==> config.mk <==
export PLATFORM = sky130hd
export DESIGN_NAME = dedup_worklist_four_orders_flat
export DESIGN_NICKNAME = d
export VERILOG_FILES = /design/src/rtl/core/dwl_pkg.sv /design/src/rtl/core/dwl_ifs.sv /design/src/rtl/core/dwl_ram.sv /design/src/rtl/core/dwl_idmod.sv /design/src/rtl/core/dwl_pick.sv /design/src/rtl/core/dedup_worklist_four_orders.sv /design/src/flat_wrapper.sv
export SDC_FILE = /design/constraint.sdc
export NUM_CORES = 2
export LEC_CHECK = 0
export ABC_AREA = 1
export BUFFER_PORTS_ARGS = -buffer_cell sky130_fd_sc_hd__buf_2
export CORE_ASPECT_RATIO = 1.25
export CORE_MARGIN = 2
export CORE_UTILIZATION = 44
export CTS_CLUSTER_DIAMETER = 50
export CTS_CLUSTER_SIZE = 12
export DETAILED_ROUTE_END_ITERATION = 12
export MAX_ROUTING_LAYER = met4
export RECOVER_POWER = 50
export SYNTH_ARGS = -nofsm -noshare
export SYNTH_HDL_FRONTEND = slang
export SYNTH_SLANG_ARGS = --single-unit
==> constraint.sdc <==
create_clock -name clk -period 23.9 [get_ports clk]
set_input_delay 4.78 -clock clk [delete_from_list [all_inputs] [get_ports clk]]
set_output_delay 4.78 -clock clk [all_outputs]
set_load 0.01 [all_outputs]
==> src/rtl/core/dwl_pkg.sv <==
// Shared types and constants of the deduplicating worklist.
package dwl_pkg;

  localparam int ID_W         = 10;
  localparam int SIZE_W       = 16;
  localparam int MODE_W       = 2;
  localparam int ORDER_W      = 2;
  localparam int DEF_CAPACITY = 64;
  localparam int DEF_ID_SPACE = 1024;

  localparam logic [MODE_W-1:0] MODE_PUSH  = 2'd0;
  localparam logic [MODE_W-1:0] MODE_POP   = 2'd1;
  localparam logic [MODE_W-1:0] MODE_QUERY = 2'd2;

  typedef enum logic [ORDER_W-1:0] {
    ORD_SMALL = 2'd0,
    ORD_BIG   = 2'd1,
    ORD_OLD   = 2'd2,
    ORD_NEW   = 2'd3
  } order_t;

  typedef struct packed {
    logic [MODE_W-1:0] mode;
    logic [ID_W-1:0]   entry_id;
    logic [SIZE_W-1:0] entry_size;
  } in_t;

  typedef struct packed {
    logic [ID_W-1:0]   head_id;
    logic [SIZE_W-1:0] head_size;
    logic              is_empty;
    logic              was_duplicate;
    logic              overflow;
    logic              underflow;
  } out_t;

  typedef struct packed {
    logic [ORDER_W-1:0] order_mode;
  } cfg_t;

  typedef struct packed {
    logic valid;
    logic first;
  } pick_ctl_t;

endpackage

==> src/rtl/core/dwl_ifs.sv <==
// Valid/ready channel interfaces for the worklist's item, result and config beats.
interface dwl_in_if;
  import dwl_pkg::*;
  logic valid;
  logic ready;
  in_t  data;
  modport source (output valid, output data, input ready);
  modport sink   (input valid, input data, output ready);
endinterface

interface dwl_out_if;
  import dwl_pkg::*;
  logic valid;
  logic ready;
  out_t data;
  modport source (output valid, output data, input ready);
  modport sink   (input valid, input data, output ready);
endinterface

interface dwl_cfg_if;
  import dwl_pkg::*;
  logic valid;
  logic ready;
  cfg_t data;
  modport source (output valid, output data, input ready);
  modport sink   (input valid, input data, output ready);
endinterface

==> src/rtl/core/dwl_ram.sv <==
// Generic simple dual-port RAM: one write port, one registered read port.
module dwl_ram #(
  parameter int WIDTH = 8,
  parameter int DEPTH = 64
) (
  input  logic                     clk,
  input  logic                     we,
  input  logic [$clog2(DEPTH)-1:0] waddr,
  input  logic [WIDTH-1:0]         wdata,
  input  logic                     re,
  input  logic [$clog2(DEPTH)-1:0] raddr,
  output logic [WIDTH-1:0]         rdata
);

  logic [WIDTH-1:0] mem [DEPTH];

  always_ff @(posedge clk) begin
    if (we) begin
      mem[waddr] <= wdata;
    end
    if (re) begin
      rdata <= mem[raddr];
    end
  end

endmodule

==> src/rtl/core/dwl_idmod.sv <==
// Reciprocal unit: reduces an entry id modulo the id space by a multiply with a constant.
module dwl_idmod #(
  parameter int ID_SPACE = dwl_pkg::DEF_ID_SPACE
) (
  input  logic                        clk,
  input  logic                        start,
  input  logic [dwl_pkg::ID_W-1:0]    id_in,
  output logic [$clog2(ID_SPACE)-1:0] member
);
  import dwl_pkg::*;

  localparam int MW = $clog2(ID_SPACE);
  localparam int SH = ID_W + MW;
  localparam int RW = ID_W + 2;
  localparam int PW = ID_W + RW;
  // ceil(2^SH / ID_SPACE) gives the exact quotient for every ID_W-bit id
  localparam longint unsigned RECIP =
    ((64'd1 << SH) + 64'(ID_SPACE) - 64'd1) / 64'(ID_SPACE);

  logic [ID_W-1:0] id_r;
  logic [ID_W-1:0] quo_r;
  logic [ID_W-1:0] quo_nxt;
  logic [PW-1:0]   prod;
  logic [ID_W-1:0] quo_back;

  // stage one at start: quotient by the reciprocal
  assign prod    = PW'(id_in) * PW'(RECIP);
  assign quo_nxt = ID_W'(prod >> SH);

  always_ff @(posedge clk) begin
    if (start) begin
      id_r  <= id_in;
      quo_r <= quo_nxt;
    end
  end

  // stage two: remainder from the held quotient
  assign quo_back = ID_W'(int'(quo_r) * ID_SPACE);
  assign member   = MW'(id_r - quo_back);

endmodule

==> src/rtl/core/dwl_pick.sv <==
// Shared compare unit: keeps the best entry seen in a scan under the service order.
module dwl_pick #(
  parameter int IDX_W   = 6,
  parameter int ENTRY_W = 36
) (
  input  logic                       clk,
  input  dwl_pkg::order_t            order,
  input  dwl_pkg::pick_ctl_t         ctl,
  input  logic [IDX_W-1:0]           idx,
  input  logic [ENTRY_W-1:0]         entry,
  output logic [IDX_W-1:0]           best_idx,
  output logic [ENTRY_W-1:0]         best_entry
);
  import dwl_pkg::*;

  logic [IDX_W-1:0]   best_idx_r;
  logic [ENTRY_W-1:0] best_entry_r;
  logic [SIZE_W-1:0]  cur_size;
  logic [SIZE_W-1:0]  best_size;
  logic               better;

  assign cur_size  = entry[SIZE_W-1:0];
  assign best_size = best_entry_r[SIZE_W-1:0];

  // strict compares keep the oldest of equal sizes
  always_comb begin
    case (order)
      ORD_SMALL: better = cur_size < best_size;
      ORD_BIG:   better = cur_size > best_size;
      ORD_OLD:   better = 1'b0;
      ORD_NEW:   better = 1'b1;
      default:   better = 1'b0;
    endcase
  end

  always_ff @(posedge clk) begin
    if (ctl.valid && (ctl.first || better)) begin
      best_idx_r   <= idx;
      best_entry_r <= entry;
    end
  end

  assign best_idx   = best_idx_r;
  assign best_entry = best_entry_r;

endmodule

==> src/rtl/core/dedup_worklist_four_orders.sv <==
// Deduplicating worklist with four service orders (smallest size, biggest size, oldest,
// newest first; equal sizes are served oldest first). Each input beat pushes an entry,
// pops the head, or only queries; mode three acts as a query. Every beat yields exactly
// one result beat with the head after the operation (zero when empty), the empty flag
// and the duplicate, overflow and underflow flags. Entries sit in arrival order in a
// CAPACITY-deep slot RAM; membership is one bit per id (id modulo ID_SPACE) in a second
// RAM. After reset the block sweeps that membership RAM clear, and no input beat is
// taken during the sweep (config writes are taken at any time). Items are processed
// one at a time and the block is not ready while one is in flight. A query scans the
// held slots for the head. A push reduces the id by a reciprocal multiply at accept,
// then reads membership, stores the entry unless it is a duplicate or dropped, and
// scans. A pop scans for the head, compacts the slots above it and rescans; on an
// empty worklist it only raises underflow. A result is held while the output register
// stays full. The work is bounded by the slot RAM's single read port, which streams one
// entry a cycle into the shared compare unit or into the compaction write-back. A
// finished result waits in the output register while the next item is accepted.
module dedup_worklist_four_orders #(
  parameter int CAPACITY = dwl_pkg::DEF_CAPACITY,
  parameter int ID_SPACE = dwl_pkg::DEF_ID_SPACE
) (
  input  logic        clk,
  input  logic        rst_n,
  dwl_in_if.sink      in_ch,
  dwl_out_if.source   out_ch,
  dwl_cfg_if.sink     cfg_ch
);
  import dwl_pkg::*;

  localparam int CW = $clog2(CAPACITY);
  localparam int FW = $clog2(CAPACITY + 1);
  localparam int MW = $clog2(ID_SPACE);
  localparam int EW = MW + ID_W + SIZE_W;

  typedef enum logic [3:0] {
    ST_CLEAR,
    ST_IDLE,
    ST_MOD,
    ST_MCHK,
    ST_SCAN,
    ST_SCAN_END,
    ST_POPC,
    ST_SHIFT,
    ST_SHIFT_END,
    ST_DONE
  } state_t;

  state_t        state_r, state_nxt;
  order_t        order_r, order_nxt;
  logic [FW-1:0] fill_r, fill_nxt;
  logic [FW-1:0] k_r, k_nxt;
  logic          pend_r, pend_nxt;
  logic [CW-1:0] pend_idx_r, pend_idx_nxt;
  logic          pop_find_r, pop_find_nxt;
  in_t           item_r, item_nxt;
  logic          dup_r, dup_nxt;
  logic          ovf_r, ovf_nxt;
  logic          unf_r, unf_nxt;
  logic [MW-1:0] clr_r, clr_nxt;
  logic          out_valid_r, out_valid_nxt;
  out_t          out_r, out_nxt;

  // slot RAM ports
  logic          slot_we, slot_re;
  logic [CW-1:0] slot_waddr, slot_raddr;
  logic [EW-1:0] slot_wdata, slot_rdata;
  // membership RAM ports
  logic          mem_we, mem_re;
  logic [MW-1:0] mem_waddr;
  logic [0:0]    mem_wdata, mem_rdata;

  // id reduction and compare unit
  logic          mod_start;
  logic [MW-1:0] member;
  pick_ctl_t     pick_ctl;
  logic [CW-1:0] best_idx;
  logic [EW-1:0] best_entry;

  logic          in_fire, cfg_fire, out_free;

  assign in_ch.ready  = (state_r == ST_IDLE);
  assign cfg_ch.ready = 1'b1;
  assign in_fire      = in_ch.valid && in_ch.ready;
  assign cfg_fire     = cfg_ch.valid && cfg_ch.ready;
  assign out_free     = !out_valid_r || out_ch.ready;

  assign out_ch.valid = out_valid_r;
  assign out_ch.data  = out_r;

  // scan reads feed the compare unit; the first beat of a scan is slot zero
  assign pick_ctl.valid = pend_r && (state_r == ST_SCAN || state_r == ST_SCAN_END);
  assign pick_ctl.first = (pend_idx_r == '0);

  dwl_ram #(
    .WIDTH (EW),
    .DEPTH (CAPACITY)
  ) u_slot_ram (
    .clk   (clk),
    .we    (slot_we),
    .waddr (slot_waddr),
    .wdata (slot_wdata),
    .re    (slot_re),
    .raddr (slot_raddr),
    .rdata (slot_rdata)
  );

  dwl_ram #(
    .WIDTH (1),
    .DEPTH (ID_SPACE)
  ) u_member_ram (
    .clk   (clk),
    .we    (mem_we),
    .waddr (mem_waddr),
    .wdata (mem_wdata),
    .re    (mem_re),
    .raddr (member),
    .rdata (mem_rdata)
  );

  // the id is taken straight off the accepted beat
  dwl_idmod #(
    .ID_SPACE (ID_SPACE)
  ) u_idmod (
    .clk    (clk),
    .start  (mod_start),
    .id_in  (in_ch.data.entry_id),
    .member (member)
  );

  dwl_pick #(
    .IDX_W   (CW),
    .ENTRY_W (EW)
  ) u_pick (
    .clk        (clk),
    .order      (order_r),
    .ctl        (pick_ctl),
    .idx        (pend_idx_r),
    .entry      (slot_rdata),
    .best_idx   (best_idx),
    .best_entry (best_entry)
  );

  always_comb begin
    state_nxt     = state_r;
    order_nxt     = order_r;
    fill_nxt      = fill_r;
    k_nxt         = k_r;
    pend_nxt      = 1'b0;
    pend_idx_nxt  = k_r[CW-1:0];
    pop_find_nxt  = pop_find_r;
    item_nxt      = item_r;
    dup_nxt       = dup_r;
    ovf_nxt       = ovf_r;
    unf_nxt       = unf_r;
    clr_nxt       = clr_r;
    out_valid_nxt = out_valid_r;
    out_nxt       = out_r;

    slot_we    = 1'b0;
    slot_waddr = '0;
    slot_wdata = '0;
    slot_re    = 1'b0;
    slot_raddr = k_r[CW-1:0];
    mem_we     = 1'b0;
    mem_waddr  = clr_r;
    mem_wdata  = 1'b0;
    mem_re     = 1'b0;
    mod_start  = 1'b0;

    if (cfg_fire) begin
      order_nxt = order_t'(cfg_ch.data.order_mode);
    end
    if (out_valid_r && out_ch.ready) begin
      out_valid_nxt = 1'b0;
    end

    // compaction write-back: slot read at k lands one slot lower
    if (pend_r && (state_r == ST_SHIFT || state_r == ST_SHIFT_END)) begin
      slot_we    = 1'b1;
      slot_waddr = pend_idx_r - CW'(1);
      slot_wdata = slot_rdata;
    end

    case (state_r)
      ST_CLEAR: begin
        // sweep the membership RAM to all zero
        mem_we    = 1'b1;
        mem_waddr = clr_r;
        mem_wdata = 1'b0;
        clr_nxt   = clr_r + MW'(1);
        if (clr_r == MW'(ID_SPACE - 1)) begin
          state_nxt = ST_IDLE;
        end
      end
      ST_IDLE: begin
        if (in_fire) begin
          item_nxt     = in_ch.data;
          dup_nxt      = 1'b0;
          ovf_nxt      = 1'b0;
          unf_nxt      = 1'b0;
          k_nxt        = '0;
          pop_find_nxt = 1'b0;
          case (in_ch.data.mode)
            MODE_PUSH: begin
              mod_start = 1'b1;
              state_nxt = ST_MOD;
            end
            MODE_POP: begin
              if (fill_r == '0) begin
                unf_nxt   = 1'b1;
                state_nxt = ST_DONE;
              end else begin
                pop_find_nxt = 1'b1;
                state_nxt    = ST_SCAN;
              end
            end
            MODE_QUERY: state_nxt = ST_SCAN;
            default:    state_nxt = ST_SCAN;
          endcase
        end
      end
      ST_MOD: begin
        // reduced id is ready; look up membership
        mem_re    = 1'b1;
        state_nxt = ST_MCHK;
      end
      ST_MCHK: begin
        if (mem_rdata[0]) begin
          dup_nxt = 1'b1;
        end else if (fill_r == FW'(CAPACITY)) begin
          ovf_nxt = 1'b1;
        end else begin
          slot_we    = 1'b1;
          slot_waddr = fill_r[CW-1:0];
          slot_wdata = {member, item_r.entry_id, item_r.entry_size};
          mem_we     = 1'b1;
          mem_waddr  = member;
          mem_wdata  = 1'b1;
          fill_nxt   = fill_r + FW'(1);
        end
        k_nxt     = '0;
        state_nxt = ST_SCAN;
      end
      ST_SCAN: begin
        // stream held slots into the compare unit
        if (fill_r == '0) begin
          state_nxt = ST_DONE;
        end else begin
          slot_re      = 1'b1;
          pend_nxt     = 1'b1;
          pend_idx_nxt = k_r[CW-1:0];
          if (k_r == fill_r - FW'(1)) begin
            state_nxt = ST_SCAN_END;
          end else begin
            k_nxt = k_r + FW'(1);
          end
        end
      end
      ST_SCAN_END: begin
        state_nxt = pop_find_r ? ST_POPC : ST_DONE;
      end
      ST_POPC: begin
        // drop the head's membership, then close the gap above it
        mem_we    = 1'b1;
        mem_waddr = best_entry[EW-1 -: MW];
        mem_wdata = 1'b0;
        k_nxt     = FW'(best_idx) + FW'(1);
        if (FW'(best_idx) + FW'(1) == fill_r) begin
          state_nxt = ST_SHIFT_END;
        end else begin
          state_nxt = ST_SHIFT;
        end
      end
      ST_SHIFT: begin
        slot_re      = 1'b1;
        pend_nxt     = 1'b1;
        pend_idx_nxt = k_r[CW-1:0];
        if (k_r == fill_r - FW'(1)) begin
          state_nxt = ST_SHIFT_END;
        end else begin
          k_nxt = k_r + FW'(1);
        end
      end
      ST_SHIFT_END: begin
        // last moved slot lands this cycle; rescan for the new head
        fill_nxt     = fill_r - FW'(1);
        k_nxt        = '0;
        pop_find_nxt = 1'b0;
        state_nxt    = ST_SCAN;
      end
      ST_DONE: begin
        // hold until the output register is free
        if (out_free) begin
          out_valid_nxt         = 1'b1;
          out_nxt.was_duplicate = dup_r;
          out_nxt.overflow      = ovf_r;
          out_nxt.underflow     = unf_r;
          if (fill_r == '0) begin
            out_nxt.head_id   = '0;
            out_nxt.head_size = '0;
            out_nxt.is_empty  = 1'b1;
          end else begin
            out_nxt.head_id   = best_entry[SIZE_W +: ID_W];
            out_nxt.head_size = best_entry[SIZE_W-1:0];
            out_nxt.is_empty  = 1'b0;
          end
          state_nxt = ST_IDLE;
        end
      end
      default: state_nxt = ST_IDLE;
    endcase
  end

  always_ff @(posedge clk) begin
    if (!rst_n) begin
      state_r     <= ST_CLEAR;
      order_r     <= ORD_SMALL;
      fill_r      <= '0;
      k_r         <= '0;
      pend_r      <= 1'b0;
      pop_find_r  <= 1'b0;
      dup_r       <= 1'b0;
      ovf_r       <= 1'b0;
      unf_r       <= 1'b0;
      clr_r       <= '0;
      out_valid_r <= 1'b0;
    end else begin
      state_r     <= state_nxt;
      order_r     <= order_nxt;
      fill_r      <= fill_nxt;
      k_r         <= k_nxt;
      pend_r      <= pend_nxt;
      pop_find_r  <= pop_find_nxt;
      dup_r       <= dup_nxt;
      ovf_r       <= ovf_nxt;
      unf_r       <= unf_nxt;
      clr_r       <= clr_nxt;
      out_valid_r <= out_valid_nxt;
    end
    pend_idx_r <= pend_idx_nxt;
    item_r     <= item_nxt;
    out_r      <= out_nxt;
  end

`ifndef ASSERT_OFF
  a_fill_bound: assert property (@(posedge clk) disable iff (!rst_n)
    fill_r <= FW'(CAPACITY))
    else $error("fill count beyond capacity");

  a_flags_exclusive: assert property (@(posedge clk) disable iff (!rst_n)
    out_valid_r |-> $onehot0({out_r.was_duplicate, out_r.overflow, out_r.underflow}))
    else $error("more than one result flag set");

  a_empty_zero_head: assert property (@(posedge clk) disable iff (!rst_n)
    (out_valid_r && out_r.is_empty) |-> (out_r.head_id == '0 && out_r.head_size == '0))
    else $error("empty result with nonzero head");

  a_busy_after_accept: assert property (@(posedge clk) disable iff (!rst_n)
    in_fire |=> (state_r != ST_IDLE))
    else $error("ready again right after accepting a beat");

  a_no_pend_idle: assert property (@(posedge clk) disable iff (!rst_n)
    (state_r == ST_IDLE) |-> !pend_r)
    else $error("slot read in flight while idle");
`endif

endmodule
==> src/flat_wrapper.sv <==
// flat-port wrapper written by rule: the top's interface ports become plain ports
module dedup_worklist_four_orders_flat import dwl_pkg::*;
#(
  parameter int CAPACITY = dwl_pkg::DEF_CAPACITY,
  parameter int ID_SPACE = dwl_pkg::DEF_ID_SPACE
)
  (clk, rst_n, in_ch_valid, in_ch_data, in_ch_ready, out_ch_valid, out_ch_data, out_ch_ready, cfg_ch_valid, cfg_ch_data, cfg_ch_ready);
  dwl_in_if in_ch_i ();
  dwl_out_if out_ch_i ();
  dwl_cfg_if cfg_ch_i ();
  input  logic clk;
  input  logic rst_n;
  input wire logic [$bits(in_ch_i.valid)-1:0] in_ch_valid;
  input wire logic [$bits(in_ch_i.data)-1:0] in_ch_data;
  output wire logic [$bits(in_ch_i.ready)-1:0] in_ch_ready;
  output wire logic [$bits(out_ch_i.valid)-1:0] out_ch_valid;
  output wire logic [$bits(out_ch_i.data)-1:0] out_ch_data;
  input wire logic [$bits(out_ch_i.ready)-1:0] out_ch_ready;
  input wire logic [$bits(cfg_ch_i.valid)-1:0] cfg_ch_valid;
  input wire logic [$bits(cfg_ch_i.data)-1:0] cfg_ch_data;
  output wire logic [$bits(cfg_ch_i.ready)-1:0] cfg_ch_ready;
  assign in_ch_i.valid = in_ch_valid;
  assign in_ch_i.data = in_ch_data;
  assign in_ch_ready = in_ch_i.ready;
  assign out_ch_valid = out_ch_i.valid;
  assign out_ch_data = out_ch_i.data;
  assign out_ch_i.ready = out_ch_ready;
  assign cfg_ch_i.valid = cfg_ch_valid;
  assign cfg_ch_i.data = cfg_ch_data;
  assign cfg_ch_ready = cfg_ch_i.ready;
  dedup_worklist_four_orders #(.CAPACITY(CAPACITY), .ID_SPACE(ID_SPACE)) u_core (.clk(clk), .rst_n(rst_n), .in_ch(in_ch_i), .out_ch(out_ch_i), .cfg_ch(cfg_ch_i));
endmodule
# After elaboration in Yosys (flattened, before gate mapping)
# Memory sizes are Yosys's and may differ from the RTL's. A register that Yosys moved wholly into a read port is not among the register bits.
# Index checks and enable logic that the tools add are counted.
# Widths: inputs -> output; s select.
[totals]
reg_bits = 150
ramBits = 3328
inputBits = 35
out_inout_bits = 33
word_cells = 152
mem_count = 2
[memory_table]
columns = ["name", "depth", "word_bits", "read_ports", "rd_ports_with_merged_regs", "wr", "line", "text"]
rows = [
  ["u_core.u_slot_ram.mem", 64, 36, 1, 1, 1, "dwl_ram.sv:15", "logic [WIDTH-1:0] mem [DEPTH];"],
  ["u_core.u_member_ram.mem", 1024, 1, 1, 1, 1, "dwl_ram.sv:15", ""],
]
[op_classes]
addsub = 6
magnitude_cmp = 2
eq_ne = 27
mux = 63
n_reduce_logical = 29
[ops]
columns = ["operator", "count"]
rows = [
  ["$mux 36", 4],
  ["$mux 4", 9],
  ["$pmux 4 s9", 1],
  ["$mux 7", 5],
  ["$pmux 7 s5", 1],
  ["$mux 1", 28],
  ["$mux 6", 4],
  ["$mux 10", 2],
  ["$pmux 10 s2", 1],
  ["$eq 4x3->1 const B", 4],
  ["$gt 16x16->1", 1],
  ["$lt 16x16->1", 1],
  ["$add 7x1->7 const B", 2],
  ["$eq 7x7->1", 2],
  ["$pmux 7 s2", 1],
  ["$ne 2x2->1 const B", 6],
  ["$add 10x1->10 const B", 1],
  ["$eq 10x10->1 const B", 1],
  ["$pmux 1 s2", 5],
  ["$reduce_and 3->1", 3],
  ["$eq 4x2->1 const B", 2],
  ["$eq 4x4->1 const B", 2],
  ["$pmux 4 s2", 1],
  ["$add 6x1->7 const B", 1],
  ["22 further kinds", 39],
]

# Depth between registers and ports, before layout
[logic_depth]
ltp_word = 9
mapped_depth = 16
ltp_nobuf = 15

# Modules after synthesis
# Synthesis repeated with hierarchy kept, for this count alone.
[unflattened]
cells_unflattened = 13045
hier_area_um2 = 147082.3
[by_module_without_submodules]
columns = ["mod", "instances", "cells_per_inst", "area_per_inst_um2", "seq_area_each_um2"]
rows = [
  ["dwl_ram (u_core.u_slot_ram)", 1, 7599, 93368.3, 70267.4],
  ["dwl_ram (u_core.u_member_ram)", 1, 4679, 46402.0, 30779.5],
  ["dedup_worklist_four_orders", 1, 635, 5273.8, 2522.4],
  ["dwl_pick", 1, 122, 1737.9, 1261.2],
  ["dwl_idmod", 1, 10, 300.3, 300.3],
]

# Worst setup path after synthesis
# OpenSTA, ideal clock, no wires.
[synth_timing]
kind = "register to register"
startpoint = "register u_core.fill_r[0]"
endpoint = "memory u_core.u_member_ram.mem[0], data pin"
setup_ns = 3.480
t_arrival_ns = 16.946
required_time_ns = 20.420
slack_ns = 3.474
stages_incl_launch_ff = 10
path_buffers = 2
period_less_slack_ns = 20.426
path_cell_list = "dfxtp_1 -> inv_1 -> ha_1 -> nand3_2 -> nor3_2 -> nand2_2 -> nand3_4 -> inv_2 -> buf_1 -> clkbuf_1"
[synth_via]
elab_chain_len = 4
[synth_rtl]
columns = ["item", "line", "text"]
rows = [
  ["start: declaration", "dedup_worklist_four_orders.sv:49", "logic [FW-1:0] fill_r, fill_nxt;"],
  ["start signal: assignment", "dedup_worklist_four_orders.sv:329", "fill_r <= fill_nxt;"],
  ["$eq 7x7->1", "dedup_worklist_four_orders.sv:229", "end else if (fill_r == FW'(CAPACITY)) begin"],
  ["$mux 1", "dedup_worklist_four_orders.sv:229", ""],
  ["$mux 1", "dedup_worklist_four_orders.sv:227", "if (mem_rdata[0]) begin"],
  ["$mux 1", "dedup_worklist_four_orders.sv:183", "case (state_r)"],
  ["named net u_core.mem_wdata", "dedup_worklist_four_orders.sv:69", "logic [0:0] mem_wdata, mem_rdata;"],
  ["end: declaration", "dwl_ram.sv:15", ""],
]
# The timed path passes the listed nets, and every way through them passes these cells.

# Worst setup path in the final report
[layout_timing]
startpoint = "register u_core.fill_r[0]"
endpoint = "memory u_core.u_member_ram.mem[118], data pin"
[layout_via]
elab_chain_len = 4
[layout_rtl]
columns = ["item", "line"]
rows = [
  ["$eq 7x7->1", "dedup_worklist_four_orders.sv:229"],
  ["$mux 1", "dedup_worklist_four_orders.sv:229"],
  ["$mux 1", "dedup_worklist_four_orders.sv:227"],
  ["$mux 1", "dedup_worklist_four_orders.sv:183"],
]
# No other way between the ends.

==> results.md <==
- Root buffer cell: clkbuf_16
- CTS tree: built
- Synth Net Count: ~12,000
- Synthesized cell area: 143,400 um2
- Kind of critical path: register to register
- Max Freq: ~75 MHz
- Multi-input gate area: roughly 35,000 um2
- Synth warn: 0
- IO Count: slightly below 70
- Fin cells: 16,220
- Top cells by count, synth: edfxtp_1, nor2_1, o21ai_0, nand2_1, nand3_1
- Number of global-route vias before repair: around 94,000
- Worst clock skew: about 120 ps
- Reg2Reg Depth: 10
- Part of the cycle the worst path needs: between 50% and 60%
- Final setup TNS: 0 ps
- DRT Pass-1 Iters: 9
- Crit-path max cell delay: between 3000 and 4000 ps
- Required @ worst endpoint: approximately 24,000 ps
- Std-Cell Core Area: ~320,000 um2
- R2r setup slk: around 11,000 ps
- Post-CTS resize count: 0
- Internal Pwr Total: 10.07 mW
- Status: complete, but fails checks
- Most frequent cell after synthesis: edfxtp_1
- Critical path's top delay family: buffers and inverters
- Post-CTS setup buffers: 0
- Final wirelength: between 400 and 500 mm
- # nets final: roughly 12,000
- Post-Syn Instances: 12,120
- Seq/Total Area, Yosys: about 73%
- Global-route wire length before repair: ~620 mm
- GR Overflow Total: 0
- Pwr/cell area: 88.58 nW/um2
- GPL Wtd Cong: about 0.85
- Pins Over Slew Limit: 3,357
- CTS Buffer Depth: 4
- Top_reg_cell synth: edfxtp_1
- Max Cap Viol: between 50 and 60
- Critical Path Start: u_core.fill_r[0]$_SDFFE_PN0P_
- Worst setup endpoint: u_core.u_member_ram.mem[118]$_DFFE_PP_
- Reg2reg end: u_core.u_member_ram.mem[118]$_DFFE_PP_
- IO Port Bufs: 66
- Reg area: around 110,000 um2
- Sw Share: between 20% and 30%
- CTS Sinks: approximately 3,500
- CTS Hold Buffers Added: 0
- Fillers: 28,280
- DR DRC count: 0
- Post-synth EDFFs: roughly 3,500
- Initial antenna violation count: 20
- Worst EP arrival: roughly 14,000 ps
- Overall Global Routing Usage: between 20% and 30%
- Fin. Hold Viols: 0
- CP Max Fanout: approximately 130
- Clk Latency, worst-skew pair: just over 900 ps
- Worst r2r src: u_core.fill_r[0]$_SDFFE_PN0P_
- Total number of vias: 98,560
- Via density: between 6 and 7
- Max rail drop VDD: approximately 0.00006 V
- Clock transition at path regs: 60 ps
- Die Wd: approximately 500 um
- Failing checks: capacitance limit, slew limit
- Iteration-0 DRC Markers: ~13,000
- WP buf/inv: 5
- Power share of the clock group: a little over a third
- Final setup vio count: 0
- Crit start category: register
- Share of cells above drive strength 1: roughly 6.7%
- Htree depth: 5
- CP max stage cell: clkinvlp_2
- Routed len/inst: around 27 um
- Syn-to-layout area delta: 9.990%
- Placed Cells: around 16,000
- Slew @ Worst Pin: roughly 7800 ps
- Synth async-reset ratio: 0%
- Worst setup EP type: register
- Lkg Pwr: between 50 and 60 nW
- Rows: ~230
- Seq pwr share: approximately half
- Synth area leaders: edfxtp_1, nor2_1, o21ai_0
- Gate power share: between 15 and 20%
- TritonCTS buffer count: ~350
- Chip height: around 640 um
- Tightest Hold Check Type: register to register
- Syn Area/Cell: 11.83 um2
- Cell count along the critical path: 10
- NetSw: slightly below 4 mW
- Dpl hpwl: 227.7 mm
- Post-synth top area share: 72.70%
- Antenna violation net count after detailed routing: 0
- Largest net degree at the start of global routing: 282
- Unrepaired setup endpoints after global routing: no
- Max_slew headroom: -421.7%
- Yosys cell types: 50
- Die area: between 300,000 and 400,000 um2
- Initial Utilization: 44.18%
- Area leader, netlist: edfxtp_1
- Seq cells post-synth: approximately 3,500
- Period minus WS final: 13,330 ps
- CP Cell Sequence: inv_1 -> ha_1 -> nand3_1 -> nor3_1 -> nand2_2 -> nand3_1 -> clkinvlp_2 -> clkbuf_1 -> clkbuf_1 -> buf_4
-- placed cells by master, fill, tap and decap left out, types with 15 or more instances in the layout --
cell       count
edfxtp_1    3473
nor2_1      2631
o21ai_0     1506
nand2_1     1303
nand3_1     1036
o22ai_1      710
clkbuf_16    357
buf_4        159
clkbuf_1     112
inv_1        102
nor2_4        63
a21oi_1       53
buf_2         49
dfxtp_1       38
diode_2       28
o32ai_1       27
nand3_2       25
nor3_1        24
ha_1          22
inv_6         15
clkinv_1      15
clkinv_2      15
-- power groups by stage --
stage | clock (mW) | combinational (mW) | sequential (mW)
after floorplan | 0 | 1.35 | 6.85
after global placement | 0 | 2.11 | 6.89
after detailed placement | 0 | 2.14 | 6.89
after CTS | 5.08 | 2.14 | 6.76
after global routing | 5.30 | 2.36 | 6.76
final | 5.02 | 2.20 | 6.76
-- through the flow --
stage	utilization [%]	setup slack (ps)	hold WS [ps]	instance area [um2]	power, mW
2_1_floorplan	-	3474	329.0	143400	8.201
3_3_place_gp	45.67	17480	426.1	148300	9.000
3_5_place_dp	45.67	17490	421.5	148300	9.026
4_1_cts	48.69	17100	439.9	158100	13.98
5_1_grt	48.59	9350	457.6	157800	14.42
6_report	48.59	10570	438.2	157800	13.98
-- final cells by class --
type / instances / share of cell area [%]
sequential: 3515 / 66.64
multi-input combinational: 7540 / 22.16
clock buffer: 403 / 5.791
tap: 4248 / 3.369
timing repair buffer: 290 / 1.236
clock inverter: 67 / 0.4282
inverter: 125 / 0.3331
antenna: 28 / 0.04441
-- flip-flops by register name, summed over array words and instances (netlist names), 2 cells and up --
register	flops
u_core.u_pick.best_entry	36
u_core.clr_r	10
u_core.u_slot_ram.rdata	36
u_core.item_r	26
u_core.u_member_ram.mem	1024
u_core.order_r	2
u_core.fill_r	7
u_core.u_idmod.id_r	10
u_core.u_slot_ram.mem	2304
u_core.out_ch.data	30
u_core.u_pick.best_idx	6
u_core.state_r	4
u_core.pend_idx_r	6
u_core.k_r	7
-- how the worst min path moves through the flow --
stage          slack (ps)  cells after the start                       start                               to
3_3_place_gp          430                      0   u_core.unf_r$_SDFFE_PN0P_  u_core.out_ch.data[0]$_DFFE_PP_
6_report              440                      0   u_core.unf_r$_SDFFE_PN0P_  u_core.out_ch.data[0]$_DFFE_PP_
2_1_floorplan         330                      0  u_core.k_r[5]$_SDFFE_PN0P_     u_core.pend_idx_r[5]$_DFF_P_
4_1_cts               440                      0   u_core.unf_r$_SDFFE_PN0P_  u_core.out_ch.data[0]$_DFFE_PP_
3_5_place_dp          420                      0   u_core.unf_r$_SDFFE_PN0P_  u_core.out_ch.data[0]$_DFFE_PP_
5_1_grt               460                      0   u_core.unf_r$_SDFFE_PN0P_  u_core.out_ch.data[0]$_DFFE_PP_
-- cell families after synthesis --
family / synth area share [%]
AO/OA/AOI/OAI: 9.044
AND/OR/NAND/NOR: 14.54
other: 0.002614
buffers and inverters: 2.835
adder cells (fa/ha/maj): 0.1919
XOR/XNOR: 0.09770
flip-flops: 73.29
-- per-layer routing --
metal / vias up / wire length (um) / track usage, %
li1: 42870 / - / -
met1: 49950 / 171500 / 34.85
met2: 4964 / 201400 / 40.41
met3: 782 / 42900 / 4.515
met4: 0 / 15000 / 8.683
met5: - / 0 / -
Note: power is estimated with default switching activity, not from simulation.
